===== config.mk =====
export PLATFORM = sky130hd
export DESIGN_NAME = segment_reassembly_tracker_top
export DESIGN_NICKNAME = d
export VERILOG_FILES = /design/src/sv/srt_pkg.sv /design/src/sv/srt_accum.sv /design/src/sv/segment_reassembly_tracker_top.sv
export SDC_FILE = /design/constraint.sdc
export NUM_CORES = 2
export LEC_CHECK = 0
export BUFFER_PORTS_ARGS = -buffer_cell sky130_fd_sc_hd__buf_2
export CORE_MARGIN = 4
export CORE_UTILIZATION = 50
export DETAILED_ROUTE_END_ITERATION = 12
export PLACE_DENSITY_LB_ADDON = 0.2
export SYNTH_ARGS = -nofsm -noshare
export SYNTH_HDL_FRONTEND = slang
export SYNTH_HIERARCHICAL = 1
export SYNTH_SLANG_ARGS = --single-unit
export TNS_END_PERCENT = 10

===== constraint.sdc =====
create_clock -name aclk -period 9.9 [get_ports aclk]
set_input_delay 0.495 -clock aclk [delete_from_list [all_inputs] [get_ports aclk]]
set_output_delay 0.495 -clock aclk [all_outputs]
set_load 0.02 [all_outputs]

===== src/sv/srt_pkg.sv =====
// Shared types and constants for the segment reassembly tracker.
// Depends on nothing; every other file of the block imports it.
package srt_pkg;

    localparam int TABLE_ENTRIES_DEF = 8;
    localparam int MAX_SEGMENTS_DEF  = 16;

    localparam logic [7:0]  HDR_RESET    = 8'd18;
    localparam logic [19:0] TOTAL_MAX    = 20'hFFFFF;
    localparam logic [4:0]  SEGCOUNT_MAX = 5'd31;

    // Result status codes.
    localparam logic [2:0] ST_PASS        = 3'd0;
    localparam logic [2:0] ST_PENDING     = 3'd1;
    localparam logic [2:0] ST_COMPLETE    = 3'd2;
    localparam logic [2:0] ST_INDEX_BIG   = 3'd3;
    localparam logic [2:0] ST_FULL        = 3'd4;
    localparam logic [2:0] ST_SHORT_LATER = 3'd5;
    localparam logic [2:0] ST_SHORT_MSG   = 3'd6;

    typedef struct packed {
        logic [7:0]  seq_number;
        logic [7:0]  segment_index;
        logic        more_flag;
        logic [15:0] segment_bytes;
    } in_item_t;

    typedef struct packed {
        logic [2:0]  status;
        logic [7:0]  seq_out;
        logic [19:0] total_bytes;
        logic [4:0]  segment_total;
    } out_item_t;

    // Commands from the sequencer to the length accumulator.
    typedef struct packed {
        logic load;
        logic add;
    } acc_ctl_t;

endpackage


===== src/sv/srt_accum.sv =====
// Length accumulator of the segment reassembly tracker: one subtract, add and
// saturate step per cycle. Depends on srt_pkg.
module srt_accum
    import srt_pkg::*;
(
    input  logic        aclk,
    input  acc_ctl_t    ctl,
    input  logic [15:0] len_in,
    input  logic [7:0]  hdr_in,
    output logic [19:0] total_out,
    output logic        short_out
);

    logic [19:0] acc_reg;
    logic [19:0] acc_next;
    logic [15:0] payload;
    logic [20:0] sum;

    // A later segment contributes only its payload, so it must hold a full header.
    assign short_out = len_in < {8'd0, hdr_in};
    assign payload   = len_in - {8'd0, hdr_in};
    assign sum       = {1'b0, acc_reg} + {5'd0, payload};

    always_comb begin
        acc_next = acc_reg;
        if (ctl.load) begin
            acc_next = {4'd0, len_in};
        end else if (ctl.add) begin
            acc_next = (sum > {1'b0, TOTAL_MAX}) ? TOTAL_MAX : sum[19:0];
        end
    end

    always_ff @(posedge aclk) begin
        acc_reg <= acc_next;
    end

    assign total_out = acc_reg;

endmodule


===== src/sv/segment_reassembly_tracker_top.sv =====
// Top level of the segment reassembly tracker: sequencer, entry table and
// length store. Depends on srt_pkg and srt_accum.

// Each input transfer carries one received segment header and gives exactly one
// result transfer. A segment shorter than the header, an unsegmented message
// and an index beyond the table's segment range are decided at once: such an
// item goes from idle straight to the result state. Any other segment walks the
// entry table through its single read port, one entry a cycle, stopping at the
// matching entry, and then passes through the update and completion check
// states. A segment that completes its message then sums the stored lengths
// through the one length store read port and the accumulator. A result still
// waiting downstream can hold an item back in the result state, and the input
// is not ready while one is in progress. The result sits in an output
// register, so a new item is taken while the previous result waits. The
// active bits are cleared by reset, so there is no clearing pass after reset.
// The user must write the header length register through cfg_wr_en and
// cfg_wr_data only while the block is idle; the block does not enforce it.
module segment_reassembly_tracker_top
    import srt_pkg::*;
#(
    parameter int TABLE_ENTRIES = TABLE_ENTRIES_DEF,
    parameter int MAX_SEGMENTS  = MAX_SEGMENTS_DEF
)
(
    input  logic      aclk,
    input  logic      aresetn,
    input  logic      cfg_wr_en,
    input  logic [7:0] cfg_wr_data,
    input  logic      s_valid,
    output logic      s_ready,
    input  in_item_t  s_data,
    output logic      m_valid,
    input  logic      m_ready,
    output out_item_t m_data
);

    localparam int EW = (TABLE_ENTRIES > 1) ? $clog2(TABLE_ENTRIES) : 1;
    localparam int SW = (MAX_SEGMENTS > 1) ? $clog2(MAX_SEGMENTS) : 1;
    localparam int CW = $clog2(MAX_SEGMENTS + 1);
    localparam int LEN_DEPTH = 2 ** (EW + SW);
    localparam logic [EW-1:0] LAST_ENT  = EW'(TABLE_ENTRIES - 1);
    localparam logic [7:0]    SEG_LIMIT = 8'(MAX_SEGMENTS);

    typedef enum logic [6:0] {
        S_IDLE = 7'b0000001,
        S_SCAN = 7'b0000010,
        S_UPD  = 7'b0000100,
        S_CHK  = 7'b0001000,
        S_SUM  = 7'b0010000,
        S_FIN  = 7'b0100000,
        S_DONE = 7'b1000000
    } state_t;

    // Control and working registers.
    state_t                   state_reg, state_next;
    in_item_t                 item_reg, item_next;
    out_item_t                res_reg, res_next;
    out_item_t                out_reg, out_next;
    logic                     out_vld_reg, out_vld_next;
    logic [7:0]               hdr_reg, hdr_next;
    logic [TABLE_ENTRIES-1:0] active_reg, active_next;

    logic [EW-1:0]            ent_cnt_reg, ent_cnt_next;
    logic                     ent_done_reg, ent_done_next;
    logic [EW-1:0]            chk_idx_reg, chk_idx_next;
    logic                     chk_vld_reg, chk_vld_next;
    logic                     free_found_reg, free_found_next;
    logic [EW-1:0]            free_idx_reg, free_idx_next;
    logic [EW-1:0]            slot_reg, slot_next;

    logic [MAX_SEGMENTS-1:0]  mask_reg, mask_next;
    logic [CW-1:0]            cnt_reg, cnt_next;
    logic [CW-1:0]            exp_reg, exp_next;
    logic                     last_reg, last_next;

    logic [SW-1:0]            sum_cnt_reg, sum_cnt_next;
    logic                     sum_done_reg, sum_done_next;
    logic [SW-1:0]            sum_idx_reg, sum_idx_next;
    logic                     sum_vld_reg, sum_vld_next;

    // Entry table, one word per entry, and the per-segment length store.
    logic [7:0]              seq_mem  [TABLE_ENTRIES];
    logic [MAX_SEGMENTS-1:0] mask_mem [TABLE_ENTRIES];
    logic [CW-1:0]           cnt_mem  [TABLE_ENTRIES];
    logic [CW-1:0]           exp_mem  [TABLE_ENTRIES];
    logic                    last_mem [TABLE_ENTRIES];
    logic [15:0]             len_mem  [LEN_DEPTH];

    logic [7:0]              seq_rd_reg;
    logic [MAX_SEGMENTS-1:0] mask_rd_reg;
    logic [CW-1:0]           cnt_rd_reg;
    logic [CW-1:0]           exp_rd_reg;
    logic                    last_rd_reg;
    logic [15:0]             len_rd_reg;

    logic                    meta_we;
    logic                    len_we;
    logic [EW+SW-1:0]        len_waddr;
    logic [EW+SW-1:0]        len_raddr;

    acc_ctl_t                acc_ctl;
    logic [19:0]             acc_total;
    logic                    acc_short;

    logic [SW-1:0]           idx_s;
    logic [CW-1:0]           idx_plus;
    logic [CW-1:0]           exp_last;
    logic [7:0]              exp_wide;
    logic                    hit;

    assign idx_s     = item_reg.segment_index[SW-1:0];
    assign idx_plus  = CW'(idx_s) + CW'(1);
    assign exp_last  = exp_reg - CW'(1);
    assign exp_wide  = 8'(exp_reg);
    assign hit       = active_reg[chk_idx_reg] && (seq_rd_reg == item_reg.seq_number);
    assign len_waddr = {slot_reg, idx_s};
    assign len_raddr = {slot_reg, sum_cnt_reg};

    srt_accum u_accum (
        .aclk      (aclk),
        .ctl       (acc_ctl),
        .len_in    (len_rd_reg),
        .hdr_in    (hdr_reg),
        .total_out (acc_total),
        .short_out (acc_short)
    );

    always_comb begin
        state_next      = state_reg;
        item_next       = item_reg;
        res_next        = res_reg;
        out_next        = out_reg;
        out_vld_next    = out_vld_reg;
        hdr_next        = hdr_reg;
        active_next     = active_reg;
        ent_cnt_next    = ent_cnt_reg;
        ent_done_next   = ent_done_reg;
        chk_idx_next    = chk_idx_reg;
        chk_vld_next    = chk_vld_reg;
        free_found_next = free_found_reg;
        free_idx_next   = free_idx_reg;
        slot_next       = slot_reg;
        mask_next       = mask_reg;
        cnt_next        = cnt_reg;
        exp_next        = exp_reg;
        last_next       = last_reg;
        sum_cnt_next    = sum_cnt_reg;
        sum_done_next   = sum_done_reg;
        sum_idx_next    = sum_idx_reg;
        sum_vld_next    = sum_vld_reg;
        meta_we         = 1'b0;
        len_we          = 1'b0;
        acc_ctl         = '0;

        if (cfg_wr_en) begin
            hdr_next = cfg_wr_data;
        end

        // The downstream side drains the output register independently.
        if (out_vld_reg && m_ready) begin
            out_vld_next = 1'b0;
        end

        unique case (state_reg)
            S_IDLE: begin
                if (s_valid) begin
                    item_next              = s_data;
                    res_next.seq_out       = s_data.seq_number;
                    res_next.total_bytes   = '0;
                    res_next.segment_total = '0;
                    if (s_data.segment_bytes < {8'd0, hdr_reg}) begin
                        res_next.status = ST_SHORT_MSG;
                        state_next      = S_DONE;
                    end else if (!s_data.more_flag && (s_data.segment_index == 8'd0)) begin
                        res_next.status      = ST_PASS;
                        res_next.total_bytes = {4'd0, s_data.segment_bytes};
                        state_next           = S_DONE;
                    end else if (s_data.segment_index >= SEG_LIMIT) begin
                        res_next.status = ST_INDEX_BIG;
                        state_next      = S_DONE;
                    end else begin
                        ent_cnt_next    = '0;
                        ent_done_next   = 1'b0;
                        chk_vld_next    = 1'b0;
                        free_found_next = 1'b0;
                        state_next      = S_SCAN;
                    end
                end
            end

            S_SCAN: begin
                // Issue one table read a cycle; its data is checked in the cycle after.
                chk_vld_next = !ent_done_reg;
                chk_idx_next = ent_cnt_reg;
                if (!ent_done_reg) begin
                    if (ent_cnt_reg == LAST_ENT) begin
                        ent_done_next = 1'b1;
                    end else begin
                        ent_cnt_next = ent_cnt_reg + EW'(1);
                    end
                end
                if (chk_vld_reg) begin
                    if (hit) begin
                        slot_next  = chk_idx_reg;
                        mask_next  = mask_rd_reg;
                        cnt_next   = cnt_rd_reg;
                        exp_next   = exp_rd_reg;
                        last_next  = last_rd_reg;
                        state_next = S_UPD;
                    end else begin
                        if (!active_reg[chk_idx_reg] && !free_found_reg) begin
                            free_found_next = 1'b1;
                            free_idx_next   = chk_idx_reg;
                        end
                        if (chk_idx_reg == LAST_ENT) begin
                            if (free_found_reg || !active_reg[chk_idx_reg]) begin
                                slot_next  = free_found_reg ? free_idx_reg : chk_idx_reg;
                                mask_next  = '0;
                                cnt_next   = '0;
                                exp_next   = '0;
                                last_next  = 1'b0;
                                state_next = S_UPD;
                            end else begin
                                res_next.status = ST_FULL;
                                state_next      = S_DONE;
                            end
                        end
                    end
                end
            end

            S_UPD: begin
                // A duplicate keeps its stored length and count.
                if (!mask_reg[idx_s]) begin
                    mask_next[idx_s] = 1'b1;
                    cnt_next         = cnt_reg + CW'(1);
                    len_we           = 1'b1;
                    if (idx_plus > exp_reg) begin
                        exp_next = idx_plus;
                    end
                end
                if (!item_reg.more_flag) begin
                    last_next = 1'b1;
                end
                active_next[slot_reg] = 1'b1;
                state_next            = S_CHK;
            end

            S_CHK: begin
                if (last_reg && (cnt_reg == exp_reg)) begin
                    active_next[slot_reg] = 1'b0;
                    sum_cnt_next          = '0;
                    sum_done_next         = 1'b0;
                    sum_vld_next          = 1'b0;
                    state_next            = S_SUM;
                end else begin
                    meta_we         = 1'b1;
                    res_next.status = ST_PENDING;
                    state_next      = S_DONE;
                end
            end

            S_SUM: begin
                sum_vld_next = !sum_done_reg;
                sum_idx_next = sum_cnt_reg;
                if (!sum_done_reg) begin
                    if (CW'(sum_cnt_reg) == exp_last) begin
                        sum_done_next = 1'b1;
                    end else begin
                        sum_cnt_next = sum_cnt_reg + SW'(1);
                    end
                end
                if (sum_vld_reg) begin
                    if (sum_idx_reg == '0) begin
                        acc_ctl.load = 1'b1;
                        if (exp_last == '0) begin
                            state_next = S_FIN;
                        end
                    end else if (acc_short) begin
                        res_next.status = ST_SHORT_LATER;
                        state_next      = S_DONE;
                    end else begin
                        acc_ctl.add = 1'b1;
                        if (CW'(sum_idx_reg) == exp_last) begin
                            state_next = S_FIN;
                        end
                    end
                end
            end

            S_FIN: begin
                res_next.status        = ST_COMPLETE;
                res_next.total_bytes   = acc_total;
                res_next.segment_total = (exp_wide > {3'd0, SEGCOUNT_MAX}) ?
                                         SEGCOUNT_MAX : exp_wide[4:0];
                state_next             = S_DONE;
            end

            S_DONE: begin
                if (!out_vld_reg || m_ready) begin
                    out_next     = res_reg;
                    out_vld_next = 1'b1;
                    state_next   = S_IDLE;
                end
            end

            default: begin
                state_next = S_IDLE;
            end
        endcase
    end

    always_ff @(posedge aclk) begin
        if (!aresetn) begin
            state_reg      <= S_IDLE;
            out_vld_reg    <= 1'b0;
            hdr_reg        <= HDR_RESET;
            active_reg     <= '0;
            ent_cnt_reg    <= '0;
            ent_done_reg   <= 1'b0;
            chk_vld_reg    <= 1'b0;
            free_found_reg <= 1'b0;
            sum_cnt_reg    <= '0;
            sum_done_reg   <= 1'b0;
            sum_vld_reg    <= 1'b0;
        end else begin
            state_reg      <= state_next;
            out_vld_reg    <= out_vld_next;
            hdr_reg        <= hdr_next;
            active_reg     <= active_next;
            ent_cnt_reg    <= ent_cnt_next;
            ent_done_reg   <= ent_done_next;
            chk_vld_reg    <= chk_vld_next;
            free_found_reg <= free_found_next;
            sum_cnt_reg    <= sum_cnt_next;
            sum_done_reg   <= sum_done_next;
            sum_vld_reg    <= sum_vld_next;
        end
    end

    always_ff @(posedge aclk) begin
        item_reg     <= item_next;
        res_reg      <= res_next;
        out_reg      <= out_next;
        chk_idx_reg  <= chk_idx_next;
        free_idx_reg <= free_idx_next;
        slot_reg     <= slot_next;
        mask_reg     <= mask_next;
        cnt_reg      <= cnt_next;
        exp_reg      <= exp_next;
        last_reg     <= last_next;
        sum_idx_reg  <= sum_idx_next;
    end

    // Entry table: written back when a message stays pending, read during the search.
    always_ff @(posedge aclk) begin
        if (meta_we) begin
            seq_mem[slot_reg]  <= item_reg.seq_number;
            mask_mem[slot_reg] <= mask_reg;
            cnt_mem[slot_reg]  <= cnt_reg;
            exp_mem[slot_reg]  <= exp_reg;
            last_mem[slot_reg] <= last_reg;
        end
        seq_rd_reg  <= seq_mem[ent_cnt_reg];
        mask_rd_reg <= mask_mem[ent_cnt_reg];
        cnt_rd_reg  <= cnt_mem[ent_cnt_reg];
        exp_rd_reg  <= exp_mem[ent_cnt_reg];
        last_rd_reg <= last_mem[ent_cnt_reg];
    end

    // Length store, addressed by entry and segment index.
    always_ff @(posedge aclk) begin
        if (len_we) begin
            len_mem[len_waddr] <= item_reg.segment_bytes;
        end
        len_rd_reg <= len_mem[len_raddr];
    end

    assign s_ready = (state_reg == S_IDLE);
    assign m_valid = out_vld_reg;
    assign m_data  = out_reg;

`ifndef ASSERT_OFF
    // Only one item is ever in progress.
    a_one_item: assert property (@(posedge aclk) disable iff (!aresetn)
        (s_valid && s_ready) |=> !s_ready)
        else $error("input accepted while an item was in progress");

    // The entry being summed has already been released.
    a_sum_released: assert property (@(posedge aclk) disable iff (!aresetn)
        (state_reg == S_SUM) |-> !active_reg[slot_reg])
        else $error("entry still active during length summation");

    // A completed message always counts at least one segment.
    a_complete_count: assert property (@(posedge aclk) disable iff (!aresetn)
        (m_valid && (m_data.status == ST_COMPLETE)) |-> (m_data.segment_total != 5'd0))
        else $error("complete result with no segments");

    // Only a passthrough or a completed message reports a length.
    a_total_zero: assert property (@(posedge aclk) disable iff (!aresetn)
        (m_valid && (m_data.status != ST_PASS) && (m_data.status != ST_COMPLETE))
        |-> (m_data.total_bytes == 20'd0))
        else $error("length reported on a result that carries none");
`endif

endmodule

==> results by stage <==
Pwr:
- The worst-case IR drop observed on VDD is 0.177 mV.
- In this run the static leakage power is 34.3 nW.
- In this run the power density over the cells is 199 mW/mm².

Final layout:
- The commonest non-fill, non-tap cell in the layout is sky130_fd_sc_hd__edfxtp_1.
- The fraction of final layout cells with drive strength greater than 1 is 25.5%.
- The filler-free cell count of the finished design is 7,974.
- The final standard cell utilization of the core is 57.2%.
- From synthesis to final layout, the design area changed by 13.6%.
- The top cell types in the final layout, fill and taps aside, are sky130_fd_sc_hd__edfxtp_1 (2,477), sky130_fd_sc_hd__mux4_2 (584), sky130_fd_sc_hd__clkbuf_16 (281).
- The register containing the most flip-flops in the final layout is len_mem.
- The largest registers in the layout are len_mem x2048, mask_mem x128, seq_mem x64.
- The flip-flop count of the largest register after layout is 2,048.
- The total number of nets in the final design is 5,233.

Clock network:
- The number of setup buffers added after CTS is 0.
- The clock passes through at most 4 buffers.
- At the later pin of the worst-skew pair, clock insertion delay measures 0.92 ns.
- The CTS clock-pin slew for the worst setup and hold paths is 0.06 ns.
- The clock root buffer is sky130_fd_sc_hd__clkbuf_16.
- TritonCTS built the clock tree.
- Counting every sink on the clock net gives 2,568.
- The count of H-tree levels built during CTS is 5.
- TritonCTS created 277 clock buffers.

Worst setup path:
- The critical path runs through a total of 7 cells.
- The number of cells on the worst reg-to-reg path is 7.
- For the worst setup path, the data required time is 10.55 ns.
- The endpoint identified for the worst register-to-register timing path is len_rd_reg[8]$_DFF_P_.
- Of all nets on the critical path, the largest fanout is 82.
- The termination of the worst setup path is len_rd_reg[8]$_DFF_P_.
- The startpoint type of the worst setup path is a flop.
- Broken down by cell family, the worst path's largest delay share belongs to buffers and inverters.
- The setup check on the worst reg-to-reg path leaves a slack of 4.88 ns.
- The worst setup path is captured at a flop.
- The critical path goes through buf_12 > buf_4 > mux4_2 > mux2i_1 > o22ai_1 > nor4_1 > nand2_1.
- Tracing the worst setup path back leads to its startpoint at sum_cnt_reg[0]$_SDFFE_PN0P_.
- Counting both buffers and inverters, the worst setup path holds a total of 2.
- The worst register-to-register path begins at sum_cnt_reg[0]$_SDFFE_PN0P_.
- The type of the setup path with the least slack is flop to flop.
- In this design, the stage delay of the slowest critical-path cell is 0.94 ns.
- The worst-path cell with the longest stage delay is sky130_fd_sc_hd__nor4_1.
- The endpoint arrival time on the critical path is 5.67 ns.

Floorplan:
- The die outline height is 455 µm.
- The die area is 0.207 mm².
- The cell row count is 163.
- Once the floorplan was initialized, standard cells occupied 50.4% of the core.
- The placeable core area is 0.198 mm².
- The width of the chip is 455 µm.
- The top-level I/O count is 84.

STA:
- For this run, the top clock speed supported by timing is 199 MHz.
- The max-slew violation count is 0.
- The post-route clock period utilization is 50.7%.
- The final setup TNS is 0 ns.
- The final period demand of the worst path is 5.02 ns.
- The slack of the critical path is 4.88 ns.
- The worst setup skew after layout is 0.0627 ns.
- The hold violation total from the final report is 0.
- Setup repair after global routing left no endpoint under its margin.
- The total setup violations reported at the end of the flow is 0.
- The worst slew margin relative to its limit is 3.03%.
- The slew at the pin with the worst max-slew slack is 1.45 ns.

Global routing:
- The number of antenna violations at the first check in global routing came to 19.
- The via count of the first global-routing pass is 49,000.
- The first global-routing pass estimated 361 mm of wire.
- After global routing the overflow that remains totals 0.
- Entering global routing, the biggest net connects 108 pins.
- In the global route stage, overall resource usage came out at 24.4%.

Yosys:
- The number of different library cells in the post-synthesis netlist is 84.
- In the synthesized netlist the async set-or-reset flop fraction comes to 0%.
- Synthesis inferred 2,568 register bits.
- Yosys mapped a number of flops with a built-in enable equal to 2,477.
- Summing every instance area after synthesis gives 0.0998 mm².
- During synthesis, Yosys emitted a total of 6 warnings.
- Among all flip-flop cells after synthesis, the most frequent one is sky130_fd_sc_hd__edfxtp_1.
- The average instance in the mapped netlist occupies 21.1 µm².
- Of the synthesized area, sequential elements account for 76.3%.
- The net count after synthesis is 4,835.
- After technology mapping, the gate count stands at 4,739.

Placement:
- The number of buffer cells added on primary ports is 83.
- The HPWL after detailed placement is 149 mm.
- The routability congestion estimate is 0.873.
- In this run, placement finished with an instance count of 7,457.
- The worst setup timing slack at the placement stage is 4.73 ns.

Detailed routing:
- The average wire length per cell after detail routing is 31.6 µm.
- After detailed routing, the wire length on met1 is 100 mm.
- The routed wire length on met3 is 23.5 mm.
- Wires add up to 252 mm.
- The detailed-routed wire length on met2 is 120 mm.
- The number of optimization iterations in the first detailed-route pass is 6.
- Dividing the detail-routed via count by the number of cells gives 6.24.
- The number of nets still failing antenna checks after routing is 0.
- In the routed design, unresolved DRC markers number 0.
- The DRC marker count from the first detailed-route iteration is 6,556.
- The highest signal layer in the routed design is met5.
- Summing over every cut layer, the via total after detailed routing is 49,800.

Min path:
- In this run the worst hold path is classified as input pin to flop.
- Counting instances, the worst hold path has a depth of 3.

Run status:
- The flow ran to the end, and the final reports show no timing, DRC or antenna violations.

Job:
- The number of violations of the max-capacitance limit is 0.
-- cell families (layout without fill, tap and decap cells) --
kind of cell,Yosys count,in the layout,synth area share [%]
compound gates,367,367,2.52
simple gates,523,523,2.53
flops,2568,2568,76.3
fa+ha+maj,50,50,0.642
mux,894,894,16.3
buf+inv,284,872,1.17
other cells,0,7,0
xor+xnor,53,53,0.465
-- worst register-to-register path, stage by stage (launching register included) --
cell and delay [ns]:
sky130_fd_sc_hd__dfxtp_4 0.89, sky130_fd_sc_hd__buf_12 0.57, sky130_fd_sc_hd__buf_4 0.88, sky130_fd_sc_hd__mux4_2 0.62
sky130_fd_sc_hd__mux2i_1 0.19, sky130_fd_sc_hd__o22ai_1 0.29, sky130_fd_sc_hd__nor4_1 0.95, sky130_fd_sc_hd__nand2_1 0.39
-- how the worst min path moves through the flow --
stage                                from              endpoint  slack [ns]
finish                            m_ready    m_valid$_SDFF_PN0_        0.07
global route                      m_ready    m_valid$_SDFF_PN0_        0.05
CTS                               m_ready    m_valid$_SDFF_PN0_       0.003
detailed placement   res_reg[2]$_DFFE_PP_   m_data[2]$_DFFE_PP_        0.40
global placement    res_reg[11]$_DFFE_PP_  m_data[11]$_DFFE_PP_        0.40
floorplan            res_reg[0]$_DFFE_PP_   m_data[0]$_DFFE_PP_        0.40
-- final cells by class --
| class | instances | area, µm² |
|---|---|---|
| diodes | 7 | 17.5 |
| clock buffers | 364 | 7460 |
| clock inverters | 105 | 928 |
| fillers | 14400 | 84700 |
| inverters | 42 | 158 |
| multi-input cells | 1887 | 22500 |
| flip-flops and latches | 2568 | 76200 |
| well taps | 2640 | 3300 |
| repair buffers | 361 | 2720 |
-- power by group --
| group | switching [mW] | internal, mW | leakage, nW | total (mW) |
|---|---|---|---|---|
| Sequential | 0.0404 | 12.2 | 22.7 | 12.2 |
| Combinational | 0.511 | 0.106 | 7.56 | 0.616 |
| Clock | 4.04 | 5.70 | 4.09 | 9.74 |
| Total | 4.59 | 18.0 | 34.3 | 22.5 |
-- timing repair --
action / 4_1_cts / 5_1_grt
gates resized for setup: 0 / 0
hold buffers: 41 / 0
hold endpoints to repair: 60 / 0
-- metrics by stage --
stage               hold slack (ns)  area, µm²  power (mW)
global route                 0.0455     113000        23.2
detailed placement            0.405     105000        13.0
global placement              0.403     105000        13.0
CTS                         0.00258     113000        22.7
finish                       0.0740     113000        22.5
floorplan                     0.400      99800        12.7
-- cells in the mapped netlist, types with 11 or more instances --
| cell | number | share of area, % |
|---|---|---|
| sky130_fd_sc_hd__o22ai_1 | 130 | 0.81 |
| sky130_fd_sc_hd__nor3_1 | 18 | 0.090 |
| sky130_fd_sc_hd__nor2_1 | 206 | 0.77 |
| sky130_fd_sc_hd__mux4_2 | 584 | 13 |
| sky130_fd_sc_hd__a31oi_1 | 11 | 0.069 |
| sky130_fd_sc_hd__nor2b_1 | 13 | 0.081 |
| sky130_fd_sc_hd__nor4_1 | 40 | 0.25 |
| sky130_fd_sc_hd__dfxtp_1 | 91 | 1.8 |
| sky130_fd_sc_hd__nand2_1 | 109 | 0.41 |
| sky130_fd_sc_hd__a22o_1 | 21 | 0.18 |
| sky130_fd_sc_hd__inv_1 | 40 | 0.15 |
| sky130_fd_sc_hd__a21o_1 | 12 | 0.090 |
| sky130_fd_sc_hd__mux2_2 | 40 | 0.45 |
| sky130_fd_sc_hd__mux2i_1 | 270 | 2.7 |
| sky130_fd_sc_hd__buf_1 | 42 | 0.16 |
| sky130_fd_sc_hd__and3_1 | 14 | 0.088 |
| sky130_fd_sc_hd__nand3_1 | 38 | 0.19 |
| sky130_fd_sc_hd__ha_1 | 48 | 0.60 |
| sky130_fd_sc_hd__a21oi_1 | 52 | 0.26 |
| sky130_fd_sc_hd__or2_2 | 12 | 0.075 |
| sky130_fd_sc_hd__xnor2_1 | 32 | 0.28 |
| sky130_fd_sc_hd__o21ai_0 | 53 | 0.27 |
| sky130_fd_sc_hd__xor2_1 | 21 | 0.18 |
| sky130_fd_sc_hd__edfxtp_1 | 2477 | 75 |
| sky130_fd_sc_hd__buf_2 | 64 | 0.32 |
| sky130_fd_sc_hd__clkbuf_1 | 131 | 0.49 |
-- per-layer routing --
layer,vias up,global-route usage (%)
met1,26300,35.0
met4,6,7.87
li1,20600,-
met5,-,0
met3,438,4.90
met2,2429,38.1
Note: power is estimated with default switching activity, not from simulation.
